<file path="config.mk">
export PLATFORM = sky130hd
export DESIGN_NAME = linear_probe_hash_table
export DESIGN_NICKNAME = d
export VERILOG_FILES = /design/src/rtl/lpht_pkg.sv /design/src/rtl/lpht_ram.sv /design/src/rtl/lpht_mod.sv /design/src/rtl/linear_probe_hash_table.sv
export SDC_FILE = /design/constraint.sdc
export NUM_CORES = 1
export LEC_CHECK = 0
export CORE_ASPECT_RATIO = 1.75
export CORE_UTILIZATION = 57
export CTS_CLUSTER_SIZE = 24
export DETAILED_ROUTE_END_ITERATION = 6
export DONT_BUFFER_PORTS = 1
export GPL_TIMING_DRIVEN = 0
export PLACE_DENSITY = 0.81
export SYNTH_ARGS = -nofsm -noshare
export SYNTH_HDL_FRONTEND = slang
export SYNTH_SLANG_ARGS = --single-unit
</file>
<file path="constraint.sdc">
create_clock -name clk -period 4.7 [get_ports clk]
set_input_delay 0.235 -clock clk [delete_from_list [all_inputs] [get_ports clk]]
set_output_delay 0.235 -clock clk [all_outputs]
set_load 0.02 [all_outputs]
</file>
<file path="src/rtl/lpht_pkg.sv">
// ----------------------------------------------------------------------------
// lpht_pkg
// Shared types and constants for the linear-probing hash table.
// ----------------------------------------------------------------------------
package lpht_pkg;

  // Field widths of one operation and one result
  localparam int KEY_W      = 31;
  localparam int VAL_W      = 32;
  localparam int STATUS_W   = 2;
  localparam int OUT_SLOT_W = 4;
  localparam int OUT_OCC_W  = 5;

  // Stream widths (fields packed from bit 0, padded to whole bytes)
  localparam int S_TDATA_W = 64;
  localparam int M_TDATA_W = 16;

  // Operation selector carried in tuser
  localparam logic FUNC_INSERT = 1'b0;
  localparam logic FUNC_SEARCH = 1'b1;

  // Result status codes
  typedef enum logic [STATUS_W-1:0] {
    ST_STORED  = 2'd0,
    ST_FULL    = 2'd1,
    ST_FOUND   = 2'd2,
    ST_MISSING = 2'd3
  } status_t;

  // Sequencer states
  typedef enum logic [3:0] {
    S_IDLE  = 4'b0001,
    S_HASH  = 4'b0010,
    S_PROBE = 4'b0100,
    S_EMIT  = 4'b1000
  } state_t;

endpackage

</file>
<file path="src/rtl/lpht_ram.sv">
// ----------------------------------------------------------------------------
// lpht_ram
// Generic single-write, single-read RAM with registered read data.
// ----------------------------------------------------------------------------
module lpht_ram #(
  parameter int WIDTH = 32,
  parameter int DEPTH = 16
) (
  input  logic                     clk,
  input  logic                     wr_en,
  input  logic [$clog2(DEPTH)-1:0] wr_addr,
  input  logic [WIDTH-1:0]         wr_data,
  input  logic [$clog2(DEPTH)-1:0] rd_addr,
  output logic [WIDTH-1:0]         rd_data
);

  logic [WIDTH-1:0] mem [DEPTH];

  // Write port and registered read port
  always_ff @(posedge clk) begin
    if (wr_en) begin
      mem[wr_addr] <= wr_data;
    end
    rd_data <= mem[rd_addr];
  end

endmodule

</file>
<file path="src/rtl/lpht_mod.sv">
// ----------------------------------------------------------------------------
// lpht_mod
// Home slot unit: key modulo TABLE_SIZE. A power-of-two size is a registered
// mask; any other size multiplies by a fixed-point reciprocal into a registered
// product, then multiplies the quotient back and subtracts into the remainder.
// ----------------------------------------------------------------------------
module lpht_mod #(
  parameter int TABLE_SIZE = 16
) (
  input  logic                          clk,
  input  logic                          rst,
  input  logic                          start,
  input  logic [lpht_pkg::KEY_W-1:0]    key,
  output logic                          done,
  output logic [$clog2(TABLE_SIZE)-1:0] rem
);

  localparam int  SLOT_W  = $clog2(TABLE_SIZE);
  localparam bit  IS_POW2 = (TABLE_SIZE & (TABLE_SIZE - 1)) == 0;

  if (IS_POW2) begin : g_mask
    // Low key bits are the remainder
    always_ff @(posedge clk) begin
      if (rst) begin
        done <= 1'b0;
      end else begin
        done <= start;
      end
      if (start) begin
        rem <= key[SLOT_W-1:0];
      end
    end
  end else begin : g_recip
    // Quotient is (key * ceil(2^SHIFT / size)) >> SHIFT; exact for every
    // 31-bit key since the rounding error times the key stays below 2^SHIFT.
    // The reciprocal fits in 32 bits for any size that is not a power of two.
    localparam int              SHIFT   = lpht_pkg::KEY_W + SLOT_W;
    localparam int              PROD_W  = lpht_pkg::KEY_W + 32;
    localparam longint unsigned RECIP   =
      ((64'd1 << SHIFT) + 64'(TABLE_SIZE) - 64'd1) / 64'(TABLE_SIZE);
    localparam logic [31:0]     RECIP_C = 32'(RECIP);

    logic                       busy;
    logic [lpht_pkg::KEY_W-1:0] key_r;
    logic [PROD_W-1:0]          prod;
    logic [lpht_pkg::KEY_W-1:0] quot;
    logic [lpht_pkg::KEY_W-1:0] back;
    logic [lpht_pkg::KEY_W-1:0] diff;

    // From the registered product: multiply the quotient back and take the difference
    always_comb begin
      quot = lpht_pkg::KEY_W'(prod[PROD_W-1:SHIFT]);
      back = lpht_pkg::KEY_W'(quot * lpht_pkg::KEY_W'(TABLE_SIZE));
      diff = key_r - back;
    end

    always_ff @(posedge clk) begin
      if (rst) begin
        busy <= 1'b0;
        done <= 1'b0;
      end else begin
        busy <= start;
        done <= busy;
      end
      // Datapath
      if (start) begin
        key_r <= key;
        prod  <= key * RECIP_C;
      end
      if (busy) begin
        rem <= diff[SLOT_W-1:0];
      end
    end
  end

endmodule

</file>
<file path="src/rtl/linear_probe_hash_table.sv">
// Flow: an accepted operation passes S_HASH (home slot from the remainder unit,
// a mask for a power-of-two TABLE_SIZE, a reciprocal otherwise), S_PROBE (an insert
// probes up to TABLE_SIZE slots, a search reads up to TABLE_SIZE through the
// registered key RAM) and S_EMIT. Throughput: one operation at a time, as s_tready
// is low outside S_IDLE; a stalled result beat holds the table in S_EMIT.
// Reset: synchronous, clears the valid bits, occupied count and control state;
// the key and value RAMs are not cleared and need no clearing pass.
// ----------------------------------------------------------------------------
// linear_probe_hash_table
// Open-addressing key/value table with linear probing, one slot per cycle.
// ----------------------------------------------------------------------------
module linear_probe_hash_table #(
  parameter int TABLE_SIZE = 16
) (
  input  logic                              clk,
  input  logic                              rst,
  // Operation stream
  input  logic                              s_tvalid,
  output logic                              s_tready,
  input  logic [lpht_pkg::S_TDATA_W-1:0]    s_tdata,  // key[30:0], value[62:31]
  input  logic                              s_tuser,  // func[0]
  // Result stream
  output logic                              m_tvalid,
  input  logic                              m_tready,
  output logic [lpht_pkg::M_TDATA_W-1:0]    m_tdata   // status[1:0], slot[5:2],
                                                      // occupied[10:6]
);

  localparam int SLOT_W = $clog2(TABLE_SIZE);
  localparam int CNT_W  = $clog2(TABLE_SIZE + 1);
  localparam int KEY_W  = lpht_pkg::KEY_W;
  localparam int VAL_W  = lpht_pkg::VAL_W;

  lpht_pkg::state_t  state;
  lpht_pkg::status_t res_status;
  logic              op_func;
  logic [KEY_W-1:0]  op_key;
  logic [VAL_W-1:0]  op_value;
  logic [SLOT_W-1:0] ptr;
  logic [SLOT_W-1:0] ptr_inc;
  logic [CNT_W-1:0]  steps;
  logic [TABLE_SIZE-1:0] valid;
  logic [CNT_W-1:0]  fill;
  logic [SLOT_W-1:0] res_slot;
  logic              cmp_vld;
  logic              cmp_last;
  logic [SLOT_W-1:0] cmp_slot;
  logic [KEY_W-1:0]  rd_key;
  logic              accept;
  logic              mod_done;
  logic [SLOT_W-1:0] home;
  logic              wr_en;
  logic              issue;
  logic              hit;

  assign accept   = s_tvalid && s_tready;
  assign s_tready = (state == lpht_pkg::S_IDLE);

  // Home slot unit
  lpht_mod #(.TABLE_SIZE(TABLE_SIZE)) u_mod (
    .clk   (clk),
    .rst   (rst),
    .start (accept),
    .key   (s_tdata[KEY_W-1:0]),
    .done  (mod_done),
    .rem   (home)
  );

  // Probe pointer step with wrap-around
  assign ptr_inc = (ptr == SLOT_W'(TABLE_SIZE - 1)) ? '0 : ptr + 1'b1;

  // Insert writes at the first free slot met
  assign wr_en = (state == lpht_pkg::S_PROBE) && (op_func == lpht_pkg::FUNC_INSERT)
                 && !valid[ptr];

  // Search issues one read per cycle until a hit or until every slot has been read
  assign issue = (state == lpht_pkg::S_PROBE) && (op_func == lpht_pkg::FUNC_SEARCH)
                 && (steps != CNT_W'(TABLE_SIZE));
  assign hit   = cmp_vld && valid[cmp_slot] && (rd_key == op_key);

  lpht_ram #(.WIDTH(KEY_W), .DEPTH(TABLE_SIZE)) u_keys (
    .clk     (clk),
    .wr_en   (wr_en),
    .wr_addr (ptr),
    .wr_data (op_key),
    .rd_addr (ptr),
    .rd_data (rd_key)
  );

  lpht_ram #(.WIDTH(VAL_W), .DEPTH(TABLE_SIZE)) u_values (
    .clk     (clk),
    .wr_en   (wr_en),
    .wr_addr (ptr),
    .wr_data (op_value),
    .rd_addr (ptr),
    .rd_data ()
  );

  // Sequencer
  always_ff @(posedge clk) begin
    if (rst) begin
      state    <= lpht_pkg::S_IDLE;
      valid    <= '0;
      fill     <= '0;
      cmp_vld  <= 1'b0;
      m_tvalid <= 1'b0;
    end else begin
      // Result valid: set as the result loads, cleared when the beat leaves
      if (state == lpht_pkg::S_EMIT && (!m_tvalid || m_tready)) begin
        m_tvalid <= 1'b1;
      end else if (m_tready) begin
        m_tvalid <= 1'b0;
      end
      unique case (state)
        lpht_pkg::S_IDLE: begin
          cmp_vld <= 1'b0;
          if (accept) begin
            state <= lpht_pkg::S_HASH;
          end
        end
        lpht_pkg::S_HASH: begin
          if (mod_done) begin
            state <= lpht_pkg::S_PROBE;
          end
        end
        lpht_pkg::S_PROBE: begin
          if (op_func == lpht_pkg::FUNC_INSERT) begin
            if (!valid[ptr]) begin
              valid[ptr] <= 1'b1;
              fill       <= fill + 1'b1;
              state      <= lpht_pkg::S_EMIT;
            end else if (steps == CNT_W'(TABLE_SIZE - 1)) begin
              state <= lpht_pkg::S_EMIT;
            end
          end else begin
            cmp_vld <= issue;
            if (hit || (cmp_vld && cmp_last)) begin
              state <= lpht_pkg::S_EMIT;
            end
          end
        end
        lpht_pkg::S_EMIT: begin
          cmp_vld <= 1'b0;
          if (!m_tvalid || m_tready) begin
            state <= lpht_pkg::S_IDLE;
          end
        end
        default: begin
          state <= lpht_pkg::S_IDLE;
        end
      endcase
    end
  end

  // Operation, probe and result datapath
  always_ff @(posedge clk) begin
    if (accept) begin
      op_func  <= s_tuser;
      op_key   <= s_tdata[KEY_W-1:0];
      op_value <= s_tdata[KEY_W+VAL_W-1:KEY_W];
    end
    if (state == lpht_pkg::S_HASH && mod_done) begin
      ptr   <= home;
      steps <= '0;
    end else if (state == lpht_pkg::S_PROBE) begin
      if (op_func == lpht_pkg::FUNC_INSERT) begin
        ptr   <= ptr_inc;
        steps <= steps + 1'b1;
        if (!valid[ptr]) begin
          res_status <= lpht_pkg::ST_STORED;
          res_slot   <= ptr;
        end else begin
          res_status <= lpht_pkg::ST_FULL;
          res_slot   <= '0;
        end
      end else begin
        if (issue) begin
          ptr      <= ptr_inc;
          steps    <= steps + 1'b1;
          cmp_slot <= ptr;
          cmp_last <= (steps == CNT_W'(TABLE_SIZE - 1));
        end
        if (hit) begin
          res_status <= lpht_pkg::ST_FOUND;
          res_slot   <= cmp_slot;
        end else begin
          res_status <= lpht_pkg::ST_MISSING;
          res_slot   <= '0;
        end
      end
    end
    // Output register
    if (state == lpht_pkg::S_EMIT && (!m_tvalid || m_tready)) begin
      m_tdata <= {5'b0, lpht_pkg::OUT_OCC_W'(fill), lpht_pkg::OUT_SLOT_W'(res_slot),
                  res_status};
    end
  end

  // Occupied count tracks the valid bits
  a_fill_matches: assert property (@(posedge clk) disable iff (rst)
    fill == CNT_W'($countones(valid)))
    else $error("occupied count disagrees with valid bits");

  a_fill_bound: assert property (@(posedge clk) disable iff (rst)
    fill <= CNT_W'(TABLE_SIZE))
    else $error("occupied count above table size");

  // A full report only when every slot is taken
  a_full_means_full: assert property (@(posedge clk) disable iff (rst)
    (state == lpht_pkg::S_EMIT && res_status == lpht_pkg::ST_FULL)
    |-> fill == CNT_W'(TABLE_SIZE))
    else $error("insert dropped with free slots left");

  // A found or stored slot is occupied
  a_slot_valid: assert property (@(posedge clk) disable iff (rst)
    (state == lpht_pkg::S_EMIT &&
     (res_status == lpht_pkg::ST_FOUND || res_status == lpht_pkg::ST_STORED))
    |-> valid[res_slot])
    else $error("reported slot is not occupied");

endmodule

</file>
==> results.py, run 1 <==
metrics = {
    "status": {
        "outcome": "complete, no violations",
    },
    "logic_synthesis": {
        "yosysWarnings": 0,
        "synth_top_family_by_area": "multiplexers",
        "netlist_area_sq_um": 23200,
        "synth_cell_types": 51,
        "synthSimpleGateAreaFrac": 0.0230,
        "syn_area_per_cell_sq_um": 22.2,
        "synth-xor-area-share": 0.0125,
        "syn_inst": 1045,
        "ys.flop_type": "edfxtp_1",
        "yosysSeqAreaShare": 0.772,
        "async_reset_ff_frac": 0,
        "yosysMostFrequentCell": "edfxtp_1",
        "synth_compound_area_frac": 0.0141,
        "synthMuxAreaShare": 0.161,
        "ys_ff_latch": 618,
        "synth-edff-count": 554,
        "synth_commonest_cells": "edfxtp_1 (554), mux4_2 (163), dfxtp_1 (64)",
        "synthAdderAreaFrac": 0.00431,
        "synth.area.top_cells": "edfxtp_1 (72%), mux4_2 (16%), dfxtp_1 (5.5%)",
        "synth_top_area_frac": 0.717,
        "yosysTopAreaCell": "edfxtp_1",
    },
    "clock_network": {
        "clockBufferDepth": 3,
        "clk_pin_slew_ns": 0.07,
        "cts_htree_levels": 2,
        "cts_tree": "done",
        "cts_buffers": 52,
        "clkLatencyLatePin_ns": 0.58,
        "cts-root-buf": "clkbuf_16",
        "clock_sinks": 618,
        "cts-resized-gates": 0,
    },
    "worst_hold_path": {
        "min_path_type": "input pin to flop",
    },
    "global_route": {
        "grt_max_degree": 28,
        "antenna_found_initial": 1,
        "overflow": 0,
        "grt_first_pass_wirelength_microns": 75900,
        "grt_pass1_vias": 11800,
        "grt.total_usage": 0.260,
    },
    "critical_path": {
        "cp_slowest_cell": "nor3_2",
        "critPathMaxStageDelay_ns": 0.60,
        "path_cells": "clkbuf_1, inv_1, mux2i_1, mux2_2, nor3b_4, buf_4, nand2_1, nor3_2, buf_6, buf_6",
        "cp.arrival_ns": 4.06,
        "cp.required_ns": 4.98,
        "start_kind": "flop",
        "critPathMostFrequentCell": "buf_6",
        "crit_fanout": 10,
        "critPathKind": "flop to flop",
        "endpoint_kind": "flop",
        "ff2ff_setup_slack_ns": 0.92,
    },
    "finish": {
        "fillCellCount": 2435,
        "regArea_sq_um": 17900,
        "drive_gt1_frac": 0.257,
        "syn_to_final_growth_pct": 13.3,
        "stdcell_count": 1696,
        "fin_nets": 1235,
        "multi_input_area_sq_um": 5060,
        "antennaDiodeCount": 0,
    },
    "sta": {
        "slew_viol_final": 0,
        "worst_slew_margin_rel": 0.127,
        "rsz0062_at_grt": "no",
        "finalSetupViolCount": 0,
        "worstMarginPinSlew_ns": 1.31,
        "post-route-period-util": 0.805,
        "skew_ns": 0.0141,
        "hold_viol": 0,
        "hold_slack_ns": 0.0245,
        "timing.fmax_mhz": 264,
        "fin_crit_ns": 3.78,
    },
    "placement": {
        "gp_congestion": 0.913,
        "dp_cells": 1564,
        "hpwl_microns": 30500,
        "io_buffers": 0,
    },
    "power_and_ir_drop": {
        "power_frac_seq": 0.581,
        "netSwitchingPower_mw": 2.13,
        "p_int_mw": 8.49,
        "p_leak_nw": 8.37,
        "swShare": 0.201,
        "pwr_density_cell_nw_per_um2": 404,
        "p_comb_frac": 0.019,
        "p_clk_frac": 0.400,
        "ir_worst_vdd_v": 0.000286,
    },
    "die": {
        "fp.dieW_microns": 155,
        "io-pin-count": 87,
        "start_util": 0.579,
        "dieArea_sq_um": 41600,
        "coreArea_sq_um": 40100,
        "die_h_microns": 269,
        "rows": 97,
    },
    "routing": {
        "routedWlPerCell_microns": 30.6,
        "post-route-drc-count": 0,
        "drt-initial-drc-count": 1182,
        "drtPass1Iterations": 5,
        "vias": 11200,
        "antenna_left": 0,
        "wirelength_microns": 51900,
        "vias_per_cell": 6.60,
    },
    "job": {
        "drv_cap": 0,
    },
}
-- through the flow --
stage	TNS, ns	cell area [sq um]	power (mW)	utilization	setup WS [ns]
global route	0	26300	10.9	0.656	0.823
detailed placement	0	24300	6.47	0.606	1.01
finish	0	26300	10.6	0.656	0.917
global placement	-154.28	23800	6.44	0.595	-2.67
floorplan	0	23200	6.36	-	0.238
CTS	0	26300	10.7	0.656	0.993
-- metal layers --
metal,GRT usage,vias up,share of wire,routed length [microns]
met1,0.303,5819,0.35,18000
met4,0.151,2,0.059,3050
li1,-,4557,-,-
met3,0.0468,182,0.069,3590
met2,0.455,639,0.52,27200
met5,0,-,0.00025,13
-- sequential cells by signal, summed over array words and instances, names as in the netlist, 2 cells and up --
register / flops
valid: 16
steps: 5
m_tdata: 11
fill: 5
u_mod.rem: 3
state: 4
res_status: 2
res_slot: 4
op_key: 28
u_keys.mem: 496
ptr: 4
u_keys.rd_data: 31
cmp_slot: 4
-- repair_timing --
item	4_1_cts	5_1_grt
endpoints found under the hold margin	35	0
setup endpoints to repair	0	0
hold buffers	35	0
setup buffers	0	0
-- logic make-up after synthesis --
family,count (synthesis)
flops,618
mux,170
simple gates,100
buf+inv,68
compound gates,47
xor+xnor,33
fa+ha+maj,8
other cells,1
-- path summary, 6_finish.rpt --
| path | start | to | cells after the start |
|---|---|---|---|
| min | rst | fill[2] | 3 |
| max | ptr[0] | u_keys.mem[1][23] | 10 |
| min reg2reg | res_status[1] | m_tdata[1] | 0 |
| max reg2reg | ptr[0] | u_keys.mem[1][23] | 10 |
-- worst max-delay path: cells and delay by family (launching register included) --
kind	cells	cell delay [ns]
buffers and inverters	5	1.41
and+or+nand+nor	3	1.13
muxes	2	0.48
DFF	1	0.43
-- final cells by class --
type | instances | area share
sequential | 618 | 0.681
tap | 495 | 0.0236
clock inverter | 35 | 0.0112
timing repair buffer | 55 | 0.0272
clock buffer | 62 | 0.0529
buffer | 54 | 0.00914
multi-input combinational | 363 | 0.193
inverter | 14 | 0.00200
-- power by group through the flow --
stage,clock (mW),sequential [mW],combinational (mW)
after floorplan,0,6.25,0.110
after CTS,4.30,6.17,0.198
final,4.25,6.18,0.197
after detailed placement,0,6.29,0.172
after global routing,4.50,6.18,0.211
after global placement,0,6.28,0.161
-- placed cells by master, fill, tap and decap left out, types with 5 or more instances in the layout --
| master | n |
|---|---|
| dfxtp_1 | 64 |
| xor2_1 | 6 |
| xnor2_1 | 27 |
| buf_1 | 10 |
| buf_4 | 7 |
| nor2b_1 | 6 |
| inv_1 | 14 |
| conb_1 | 5 |
| a21oi_1 | 7 |
| nand4_1 | 10 |
| clkbuf_1 | 32 |
| o21ai_0 | 6 |
| nand2_1 | 14 |
| nor2_1 | 31 |
| a31oi_1 | 12 |
| and3_2 | 11 |
| buf_12 | 16 |
| clkinv_2 | 14 |
| mux4_2 | 163 |
| dlygate4sd3_1 | 35 |
| clkbuf_16 | 53 |
| clkinv_1 | 8 |
| edfxtp_1 | 554 |
| buf_2 | 11 |
| ha_1 | 8 |
Power figures use the tool's default switching activity.
==> run 2: changes to the inputs <==
--- a/config.mk
+++ b/config.mk
@@ -5,6 +5,7 @@
 export SDC_FILE = /design/constraint.sdc
 export NUM_CORES = 1
 export LEC_CHECK = 0
+export ABC_AREA = 1
 export CORE_ASPECT_RATIO = 1.75
 export CORE_UTILIZATION = 57
 export CTS_CLUSTER_SIZE = 24
==> constraint.sdc (replaced) <==
create_clock -name clk -period 3.3 [get_ports clk]
set_input_delay 0.165 -clock clk [delete_from_list [all_inputs] [get_ports clk]]
set_output_delay 0.165 -clock clk [all_outputs]
set_load 0.02 [all_outputs]
==> run 2 against run 1 <==
The run now ends with design-rule violations left. Clock skew rose by 0.0066 ns. Via count grew 49%. Area after synthesis increased by 3.2%. Utilization is 0.56 points lower. Sequential share of layout area decreased by 1.8 points. Highest routed layer is now met4. Die area rose by 3.1%. Register-to-register slack lost 0.79 ns. Cell count rose by 54%. Clock power rose by 40%.
==> results.py, run 2 <==
metrics = {
    "sta": {
        "timing.fmax_mhz": 316,
        "rsz0062_at_grt": "no",
        "skew_ns": 0.0206,
        "fin_crit_ns": 3.17,
        "fin_ws_ns": 0.131,
        "hold_slack_ns": 0.194,
        "worstMarginPinSlew_ns": 1.12,
        "post-route-period-util": 0.960,
        "worst_slew_margin_rel": 0.253,
        "hold_viol": 0,
        "slew_viol_final": 0,
        "finalSetupViolCount": 0,
    },
    "global_route": {
        "grt.total_usage": 0.311,
        "grt_pass1_vias": 16500,
        "overflow": 0,
        "grt_max_degree": 32,
        "grt_first_pass_wirelength_microns": 96100,
        "antenna_found_initial": 0,
    },
    "logic_synthesis": {
        "yosysMostFrequentCell": "edfxtp_1",
        "synth_cell_types": 35,
        "async_reset_ff_frac": 0,
        "yosysSeqAreaShare": 0.748,
        "synth_top_area_frac": 0.695,
        "synth.area.top_cells": "edfxtp_1 (69%), o21ai_0 (5.6%), dfxtp_1 (5.4%)",
        "syn_area_per_cell_sq_um": 12.5,
        "syn_inst": 1914,
        "yosysWarnings": 0,
        "ys.flop_type": "edfxtp_1",
        "netlist_area_sq_um": 23900,
        "synth-edff-count": 554,
        "yosysTopAreaCell": "edfxtp_1",
        "ys_ff_latch": 618,
        "synth_commonest_cells": "edfxtp_1 (554), nor2_1 (307), o21ai_0 (268)",
    },
    "die": {
        "start_util": 0.577,
        "dieArea_sq_um": 42900,
        "die_h_microns": 273,
        "rows": 99,
        "io-pin-count": 87,
        "coreArea_sq_um": 41500,
        "fp.dieW_microns": 157,
    },
    "placement": {
        "hpwl_microns": 41600,
        "dpl_cell_area_sq_um": 25000,
        "io_buffers": 0,
        "place_ws_ns": -0.502,
        "gp_congestion": 0.922,
    },
    "finish": {
        "reg_top3": "u_keys.mem x496, u_keys.rd_data x31, op_key x28",
        "fillCellCount": 2803,
        "antennaDiodeCount": 0,
        "drive_gt1_frac": 0.0734,
        "regMostFlops": "u_keys.mem",
        "fin_nets": 2095,
        "syn_to_final_growth_pct": 12.8,
        "final_cell_mix": "edfxtp_1 (554), nor2_1 (298), o21ai_0 (268)",
        "finalInstanceArea_sq_um": 27000,
        "layout_commonest_cell": "edfxtp_1",
        "largest_reg_flops": 496,
    },
    "critical_path": {
        "r2r-start": "ptr[3]",
        "critPathTopFamily": "buffers and inverters",
        "cp_num_buf_inv": 6,
        "critPathKind": "flop to flop",
        "cp.required_ns": 3.58,
        "crit_fanout": 20,
        "crit_start": "ptr[3]",
        "cp.arrival_ns": 3.45,
        "cp_slowest_cell": "inv_2",
        "path_cells": "clkbuf_1, nand2_1, inv_1, nand2_1, nand2_2, nor2_4, nand2_4, inv_6, buf_12, nand3_2, inv_2, buf_12",
        "endpoint_kind": "flop",
        "start_kind": "flop",
        "critPathMaxStageDelay_ns": 0.41,
    },
    "clock_network": {
        "cts-root-buf": "clkbuf_16",
        "cts_tree": "done",
        "clock_sinks": 618,
        "clkLatencyLatePin_ns": 0.60,
        "cts_buffers": 51,
        "clockBufferDepth": 3,
        "cts_htree_levels": 2,
        "clk_pin_slew_ns": 0.07,
    },
    "routing": {
        "antenna_left": 0,
        "post-route-drc-count": 2,
        "wl_met1_microns": 20600,
        "routedWlPerCell_microns": 25.2,
        "drt-initial-drc-count": 2432,
        "vias": 16600,
        "dr_wl_met3_microns": 6470,
        "drtPass1Iterations": 7,
        "top_layer_used": "met4",
        "vias_per_cell": 6.37,
        "wl_met2_microns": 33600,
        "wirelength_microns": 65700,
    },
    "power_and_ir_drop": {
        "power.total_mw": 15.1,
        "pwr_density_cell_nw_per_um2": 559,
        "ir_worst_vdd_v": 0.000375,
        "p_leak_nw": 9.11,
    },
    "status": {
        "violations": "design-rule violations",
        "outcome": "finished with violations",
    },
    "job": {
        "drv_cap": 0,
    },
    "worst_hold_path": {
        "hp-start": "s_tdata[14]",
        "min_path_type": "input pin to flop",
    },
}
-- run 2: layer usage --
metal	track usage	up-vias
met5	0	-
met1	0.338	7989
met3	0.0611	357
met4	0.235	0
met2	0.532	1251
li1	-	7035
-- run 2: worst paths after layout --
check | slack (ns) | cells after the start | endpoint
hold reg to reg | 0.42 | 0 | m_tdata[5]
setup / recovery | 0.13 | 12 | u_keys.mem[3][20]
hold / removal | 0.19 | 1 | op_key[14]
setup reg to reg | 0.13 | 12 | u_keys.mem[3][20]
-- run 2: worst reg2reg max path: cells and delay by family, from the launching register on --
family | cells | cell delay (ns)
and+or+nand+nor | 6 | 1.06
DFF | 1 | 0.39
buffers and inverters | 6 | 1.38
-- run 2: kinds of logic (layout without fill, tap and decap cells) --
group,count (synthesis),in the layout,synth area share
buffers and inverters,211,350,0.0366
adders and majority gates,8,8,0.00418
xor gates and xnor gates,9,9,0.00329
AOI/OAI and AO/OA,430,430,0.0985
DFF,618,618,0.748
other,1,5,0.000157
and+or+nand+nor,637,637,0.109
-- run 2: cell type report --
| type | instances | area (sq um) | share of cell area |
|---|---|---|---|
| flip-flops and latches | 618 | 17900 | 0.663 |
| multi-input cells | 1089 | 5250 | 0.194 |
| clock buffers | 70 | 1390 | 0.0514 |
| well taps | 555 | 694 | 0.0257 |
| repair buffers | 49 | 653 | 0.0242 |
| plain buffers | 108 | 483 | 0.0179 |
| inverters | 101 | 399 | 0.0148 |
| clock inverters | 22 | 228 | 0.00843 |
-- run 2: what timing repair did --
item,4_1_cts,5_1_grt
hold buffers,35,0
setup buffers,0,1
endpoints found under the setup margin,333,97
resized for setup,3,6
pin swaps,0,1
endpoints found under the hold margin,42,0
-- run 2: through the flow --
step           setup TNS (ns)   util  instances
6_report                    0  0.651       2612
5_1_grt                     0  0.651       2612
2_1_floorplan           -3.37      -       1918
3_5_place_dp           -83.16  0.603       2486
3_3_place_gp          -794.24  0.594       2473
4_1_cts                     0  0.650       2611
-- run 2: report_power, final --
| part | internal (mW) | switching (mW) | leakage (nW) |
|---|---|---|---|
| Sequential | 8.64 | 0.174 | 5.52 |
| Combinational | 0.114 | 0.214 | 2.81 |
| Clock | 3.26 | 2.70 | 0.777 |
| Total | 12.0 | 3.09 | 9.11 |
==> run 3: changes to the inputs <==
--- a/config.mk
+++ b/config.mk
@@ -7,12 +7,12 @@
 export LEC_CHECK = 0
 export ABC_AREA = 1
 export CORE_ASPECT_RATIO = 1.75
-export CORE_UTILIZATION = 57
+export CORE_UTILIZATION = 40
 export CTS_CLUSTER_SIZE = 24
 export DETAILED_ROUTE_END_ITERATION = 6
 export DONT_BUFFER_PORTS = 1
 export GPL_TIMING_DRIVEN = 0
-export PLACE_DENSITY = 0.81
+export PLACE_DENSITY = 0.62
 export SYNTH_ARGS = -nofsm -noshare
 export SYNTH_HDL_FRONTEND = slang
 export SYNTH_SLANG_ARGS = --single-unit
==> run 3 against run 2 <==
Final area is 2.8% higher. The run now ends clean. Cell count is 9.4% higher. Largest power group unchanged. Worst setup slack better by 0.0024 ns. Maximum frequency hardly changed. Hold slack worse by 0.0037 ns. Critical endpoint is now u_keys.mem[7][9]. Flip-flop and latch count stayed put. Non-clock buffer count is 11 higher.
==> results.py, run 3 (synthesis gave the netlist of run 2 again) <==
metrics = {
    "sta": {
        "skew_ns": 0.0219,
        "finalSetupViolCount": 0,
        "slew_viol_final": 0,
        "fin_crit_ns": 3.17,
        "timing.fmax_mhz": 316,
        "worstMarginPinSlew_ns": 1.14,
        "fin_tns_setup_ns": 0,
        "hold_viol": 0,
        "post-route-period-util": 0.960,
        "rsz0062_at_grt": "no",
        "worst_slew_margin_rel": 0.238,
    },
    "finish": {
        "regMostFlops": "u_keys.mem",
        "syn_to_final_growth_pct": 15.9,
        "drive_gt1_frac": 0.0861,
        "fillCellCount": 5134,
        "reg_top3": "u_keys.mem x496, u_keys.rd_data x31, op_key x28",
        "fin_nets": 2110,
        "antennaDiodeCount": 0,
        "final_cell_mix": "edfxtp_1 (554), nor2_1 (298), o21ai_0 (268)",
        "finalInstanceArea_sq_um": 27800,
        "largest_reg_flops": 496,
        "layout_commonest_cell": "edfxtp_1",
    },
    "routing": {
        "wl_met2_microns": 35800,
        "vias": 15800,
        "drt-initial-drc-count": 1656,
        "routedWlPerCell_microns": 23.9,
        "wirelength_microns": 68200,
        "post-route-drc-count": 0,
        "vias_per_cell": 5.52,
        "dr_wl_met3_microns": 3870,
        "antenna_left": 0,
        "top_layer_used": "met4",
        "wl_met1_microns": 23800,
        "drtPass1Iterations": 7,
    },
    "clock_network": {
        "cts_tree": "done",
        "clk_pin_slew_ns": 0.07,
        "cts_htree_levels": 2,
        "cts_buffers": 55,
        "clockBufferDepth": 3,
        "clkLatencyLatePin_ns": 0.60,
        "clock_sinks": 618,
        "cts-root-buf": "clkbuf_16",
    },
    "placement": {
        "gp_congestion": 0.875,
        "hpwl_microns": 45500,
        "io_buffers": 0,
        "dpl_cell_area_sq_um": 25500,
    },
    "critical_path": {
        "r2r-start": "ptr[3]",
        "start_kind": "flop",
        "critPathKind": "flop to flop",
        "crit_fanout": 13,
        "worstReg2RegEnd": "u_keys.mem[7][9]",
        "ff2ff_setup_slack_ns": 0.13,
        "cp.arrival_ns": 3.47,
        "reg2regPathDepth": 6,
        "endpoint_kind": "flop",
        "cp.required_ns": 3.60,
    },
    "global_route": {
        "antenna_found_initial": 0,
        "grt_max_degree": 23,
        "grt.total_usage": 0.223,
        "overflow": 0,
        "grt_pass1_vias": 16300,
        "grt_first_pass_wirelength_microns": 100000,
    },
    "die": {
        "start_util": 0.404,
        "die_h_microns": 326,
        "io-pin-count": 87,
        "dieArea_sq_um": 60900,
        "rows": 118,
        "coreArea_sq_um": 59200,
        "fp.dieW_microns": 187,
    },
    "power_and_ir_drop": {
        "ir_worst_vdd_v": 0.000404,
        "pwr_density_cell_nw_per_um2": 572,
        "p_leak_nw": 9.34,
    },
    "status": {
        "outcome": "complete, no violations",
    },
    "worst_hold_path": {
        "hold_path_end": "op_key[15]",
        "hp-start": "s_tdata[15]",
        "min_path_cells": 1,
        "min_path_type": "input pin to flop",
    },
    "job": {
        "drv_cap": 0,
    },
}
[run 3: layer usage]
layer / up-vias / GRT usage
met5: - / 0
met4: 0 / 0.147
met3: 223 / 0.0277
met2: 687 / 0.413
met1: 7791 / 0.237
li1: 7076 / -
[run 3: area by class of cell]
| class | instances | area [sq um] | share of cell area |
|---|---|---|---|
| repair buffers | 60 | 868 | 0.0313 |
| well taps | 780 | 976 | 0.0352 |
| flip-flops and latches | 618 | 17900 | 0.645 |
| plain buffers | 108 | 483 | 0.0174 |
| clock inverters | 33 | 379 | 0.0137 |
| inverters | 101 | 387 | 0.0139 |
| clock buffers | 69 | 1500 | 0.0541 |
| multi-input cells | 1089 | 5250 | 0.189 |
[run 3: report_power, final]
part	switching, mW	leakage, nW	internal [mW]
Sequential	0.175	5.52	8.64
Clock	2.86	0.904	3.86
Combinational	0.211	2.91	0.122
Total	3.25	9.34	12.6
[run 3: metrics by stage]
step	utilization	hold WS, ns	cells	power, mW	worst slack, ns
floorplan	-	0.264	1918	9.09	-0.0145
global placement	0.421	0.264	2698	9.24	-2.93
detailed placement	0.430	0.264	2717	9.28	-0.679
CTS	0.469	0.171	2858	15.9	0.154
global route	0.469	0.182	2858	16.3	0.0348
finish	0.469	0.191	2858	15.9	0.133
[run 3: worst max path at each step]
stage | from | end | slack, ns | cells past startpoint
after floorplan | ptr[1] | u_keys.mem[13][0] | -0.01 | 7
after global placement | ptr[1] | u_keys.mem[12][17] | -2.93 | 7
after detailed placement | ptr[1] | u_keys.mem[13][17] | -0.68 | 8
after CTS | ptr[3] | u_keys.mem[7][16] | 0.15 | 6
after global routing | ptr[3] | u_keys.mem[7][16] | 0.03 | 6
final | ptr[3] | u_keys.mem[7][9] | 0.13 | 6
[run 3: worst max-delay path, stage by stage (launching register included)]
cell and delay [ns]:
edfxtp_1 0.40, clkbuf_1 0.21, nor2_1 0.71, inv_1 0.39
nor3_4 0.75, buf_16 0.23, buf_16 0.16
[run 3: repair_timing]
action | CTS | global route
setup endpoints to repair | 341 | 10
hold buffers | 35 | 0
setup buffers | 6 | 0
endpoints found under the hold margin | 47 | 0
gates resized for setup | 1 | 0
pin swaps | 2 | 1
